### src/design/rmq_pkg.sv
// Package for the rotation matrix to quaternion block.
// Holds widths, pipeline depths, axis codes and the inter-stage record types. No dependencies.
`timescale 1ns / 1ps
package rmq_pkg;
  localparam int DW      = 32;             // field width
  localparam int RADW    = 35;             // radicand width (signed)
  localparam int SQW     = 64;             // radicand << 30
  localparam int ROOTW   = 32;             // root width
  localparam int NUMW    = 34;             // signed numerator width
  localparam int QW      = 33;             // quotient magnitude, capped at 2^31
  localparam int SQSTEPS = ROOTW;          // one root bit per stage
  localparam int DVSTEPS = QW;             // one quotient bit per stage
  // setup, root stages, divider setup, divider stages, output
  localparam int NSTG    = 1 + SQSTEPS + 1 + DVSTEPS + 1;

  // Branch codes: the axis of the largest diagonal entry, or the trace branch
  localparam logic [1:0] AX_X     = 2'd0;
  localparam logic [1:0] AX_Y     = 2'd1;
  localparam logic [1:0] AX_Z     = 2'd2;
  localparam logic [1:0] AX_TRACE = 2'd3;

  // Quantities computed up front and carried down the pipe.
  typedef struct packed {
    logic [1:0]              ax;      // AX_TRACE, else axis i
    logic                    zero;    // non-positive radicand
    logic [SQW-1:0]          rem;     // root remainder / radicand
    logic [ROOTW-1:0]        root;
    logic [2:0][NUMW-1:0]    num;     // numerators for the three quotients
  } sq_t;

  typedef struct packed {
    logic [1:0]              ax;
    logic                    zero;
    logic [ROOTW-1:0]        root;
    logic [2:0]              neg;
    logic [2:0]              ovf;     // quotient known to exceed the cap
    logic [2:0][QW-1:0]      dvd;     // low dividend bits still to shift in
    logic [2:0][ROOTW+1:0]   rem;     // partial remainders
    logic [2:0][QW-1:0]      quo;
  } dv_t;
endpackage

### src/design/rmq_divider_stage.sv
// One restoring divider step for three quotients sharing a divisor.
// Depends on rmq_pkg.
`timescale 1ns / 1ps
module rmq_divider_stage (
  input  rmq_pkg::dv_t d_in,
  output rmq_pkg::dv_t d_out
);
  logic [rmq_pkg::ROOTW+1:0] den;
  logic [rmq_pkg::ROOTW+2:0] trial;
  always_comb begin
    d_out = d_in;
    den   = {1'b0, d_in.root, 1'b0};
    trial = '0;
    for (int n = 0; n < 3; n++) begin
      // shift in next dividend bit, subtract if it fits
      trial = {d_in.rem[n], d_in.dvd[n][rmq_pkg::QW-1]};
      d_out.dvd[n] = {d_in.dvd[n][rmq_pkg::QW-2:0], 1'b0};
      if (trial >= {1'b0, den}) begin
        d_out.rem[n] = (rmq_pkg::ROOTW+2)'(trial - {1'b0, den});
        d_out.quo[n] = {d_in.quo[n][rmq_pkg::QW-2:0], 1'b1};
      end else begin
        d_out.rem[n] = (rmq_pkg::ROOTW+2)'(trial);
        d_out.quo[n] = {d_in.quo[n][rmq_pkg::QW-2:0], 1'b0};
      end
    end
  end
endmodule

### config.mk
export PLATFORM = sky130hd
export DESIGN_NAME = rmq_divider_stage
export DESIGN_NICKNAME = d
export VERILOG_FILES = /design/src/design/rmq_pkg.sv /design/src/design/rmq_divider_stage.sv
export SDC_FILE = /design/constraint.sdc
export NUM_CORES = 1
export LEC_CHECK = 0
export ABC_AREA = 1
export BUFFER_PORTS_ARGS = -buffer_cell sky130_fd_sc_hd__buf_2
export CAP_MARGIN = 30
export CORE_AREA = 2 2 265 267
export DETAILED_ROUTE_END_ITERATION = 8
export DIE_AREA = 0 0 267 269
export GPL_TIMING_DRIVEN = 0
export MAX_ROUTING_LAYER = met4
export SETUP_SLACK_MARGIN = 0.2
export SLEW_MARGIN = 0
export SYNTH_ARGS = -nofsm -noshare
export SYNTH_HDL_FRONTEND = slang
export SYNTH_SLANG_ARGS = --single-unit
### constraint.sdc
create_clock -name vclk -period 4.78
set_input_delay 1.434 -clock vclk [all_inputs]
set_output_delay 1.434 -clock vclk [all_outputs]
set_load 0.02 [all_outputs]
# Word-level counts from Yosys, hierarchy flattened
# Index checks and enable logic that the tools add are counted.
# classes
add_sub_neg	3
n_lt_le_gt_ge	3
muxes	6
# ops
operator	count
>= comparator 35 x 33 -> 1 bit	3
two-way mux 34 bit	3
subtractor 34 x 33 -> 34 bit	3
two-way mux 1 bit	3
# totals
inputBits	341
output_inout_bits	341
elab_cells	12
register_bits	0

# Depth between registers and ports, before layout
# depth
word_depth	2
depth_mapped	16
mapped_depth_nobuf	16

# Worst setup path before layout
# Ideal clock, no wire load.
# synth_timing
kind	input to output
start	input port d_in[311] (netlist bit)
end	output port d_out[100] (netlist bit)
stages	13
required_time_ps	3346
n_path_buf	0
path_slack_ps	290
t_arrival_ps	3056
cell_sequence	inv_1 ha_1 nand2_1 inv_1 nand2_1 nand2_1 nand2_1 nand3_2 nand2_2 nand2_1 nand2_2 nand2_8 o21ai_0
# synth_lines
item	line_no	text
start: declaration	rmq_divider_stage.sv:5	input rmq_pkg::dv_t d_in,
end: declaration	rmq_divider_stage.sv:6	output rmq_pkg::dv_t d_out

==> results.cfg <==
[outcome]
status = finished with violations
violations = negative setup slack

[setup_path]
cpMostUsedCell = buf_12
cp.required_ns = 3.35
endpoint_kind = primary output
crit_type = input port to primary output
cpPeakStageDelay_ns = 0.32
crit_chain = buf_2 -> clkinvlp_4 -> buf_12 -> ha_4 -> nand2_4 -> nor2_4 -> nand2_2 -> nor3_4 -> nand2_2 -> nand2_2 -> nor2_4 -> buf_12 -> nand2_8 -> buf_12 -> buf_12 -> buf_8 -> nand2_1 -> nand2_1 -> buf_6
cpMaxStageDelayCell = ha_4
cp-start-kind = input port
worst-path-max-fanout = 5
cp.arrival_ns = 3.64

[layout]
seqCellArea_um2 = 0
area_growth_pct = 89.8
drive_above_1_share_pct = 52.4
n_sequential_cell = 0
multi_input_area_um2 = 10900
clockBufferCount = 0
nets = 3346
final_cell_area_um2 = 21600
fillers = 7412
fin_cells = 3857

[die]
rows = 97
ios = 682
fp.dieW_um = 267
die_y_um = 269
dieArea_um2 = 71800
start_util_pct = 16.4
core_area_um2 = 69300

[placed_design]
dpl.cell_count = 3633
post-dp-hpwl_um = 53600
place.gp.congestion = 0.914
placed_cell_area_um2 = 15000
port_buffers = 475

[logic_synthesis]
synthTopCellsByArea = nand2_1, buf_4, inv_1
syn_area_um2 = 11400
yosysTopAreaCellShare_pct = 29.0
synth_top_family_by_area = simple AND/OR/NAND/NOR gates
synth_cell_types = 28
avgSynthCellArea_um2 = 5.14
synthMostInstantiatedCell = nand2_1
synthAdderAreaFrac_pct = 11.1
yosysTopAreaCell = nand2_1
synth_cells = 2216
synth_common_cells = nand2_1, inv_1, buf_4
ys_warn_count = 0
synth.area.mux_share_pct = 0
synth_xor_area_share_pct = 3.23
seq_area_frac_synth_pct = 0
synthSimpleGateAreaFrac_pct = 50.4
synth_compound_area_share_pct = 3.43

[sta]
hold_viol_final = 0
setup_violations = 102
final.period_utilization_pct = 106
maxSlewViolCount = 0
layout_min_cycle_time_ns = 5.07
fmax_ghz = 0.197
rsz0062_at_grt = yes
setup_ws_ns = -0.292

[routing]
vias = 15800
routedWlPerCell_um = 17.4
first_pass_iters = 5
totalWireLength_um = 66900
via_per_inst = 4.11
drtIter0Drc = 979
postRouteAntennaNets = 0
drc = 0

[grt]
grt-ovfl-total = 0
grt_pass1_vias = 15100
grt_max_degree = 11
grt_first_pass_wirelength_um = 93400
antenna_found_initial = 16
grt_usage_pct = 18.0

[job]
cap_violations = 0

[power_and_ir_drop]
vdd_drop_max_mv = 0.0775
leakage_nw = 11.6
p_per_area_nw_per_um2 = 157

[worst_hold_path]
hold_class = input port to primary output
## through the flow
stage | worst slack, ns | setup TNS, ns | total power, mW | util [%] | hold slack (ns)
CTS | -0.241 | -14.30 | 3.23 | 29.9 | 3.09
detailed placement | -0.802 | -55.10 | 2.25 | 21.6 | 3.09
floorplan | 0.290 | 0 | 1.48 | - | 2.98
global route | -0.392 | -30.52 | 3.65 | 31.2 | 3.09
global placement | -0.818 | -54.79 | 2.25 | 21.6 | 3.09
finish | -0.292 | -20.82 | 3.40 | 31.2 | 3.08
## power breakdown
part	internal (mW)	switching [mW]	leakage [nW]
Sequential	0	0	0
Combinational	1.52	1.88	11.6
Clock	0.000000366	0	0.0000824
## path summary, 6_finish.rpt
| check | startpoint | to | cells after the start |
|---|---|---|---|
| worst max-delay path | d_in[330] | d_out[183] | 19 |
| worst min-delay path | d_in[244] | d_out[245] | 2 |
## critical path: cells and delay by family
kind | cells | cell delay [ns]
adder cells (fa/ha/maj) | 1 | 0.32
AND/OR/NAND/NOR | 10 | 0.92
buffers and inverters | 8 | 0.93
## kinds of logic after synthesis
logic type	after synthesis
buf+inv	696
fa+ha+maj	99
compound gates	75
simple gates	1303
xor+xnor	42
other cells	1
## what timing repair did
action                                  CTS  global route
gates resized for setup                 854           146
setup buffers                           163            33
pin swaps                               128            94
endpoints found under the setup margin  102           102
hold buffers                              0             0
cloned                                   14             1
## placed cells by master (no fill, tap or decap), drive strengths merged
master	synthesis	final
or2	6	6
nor2	117	117
nor3	36	36
conb	1	3
buf	266	949
xor2	42	42
a21o	3	3
nand2	894	894
nand3b	33	33
clkbuf	0	3
o21a	3	3
clkinvlp	0	31
nand3	193	193
diode	0	13
nand4	6	6
a21oi	63	63
inv	430	399
fa	3	3
o21ai	6	6
ha	96	96
and2	18	18
## area by class of cell
cell class                      count  area share, %
Timing Repair Buffer              686           26.2
Tap cell                          940           5.44
Antenna cell                       13          0.150
Buffer                            266           9.98
Inverter                          430           8.01
Multi-Input combinational cell   1522           50.2
## routing by layer
layer	wire length, um	track usage (%)	vias to the layer above
met2	31400	30.1	615
met5	0	-	-
met3	4150	2.78	81
met1	28400	22.0	7279
li1	-	-	7865
met4	2970	6.36	0
No activity file was read; power rests on OpenSTA's default activity.
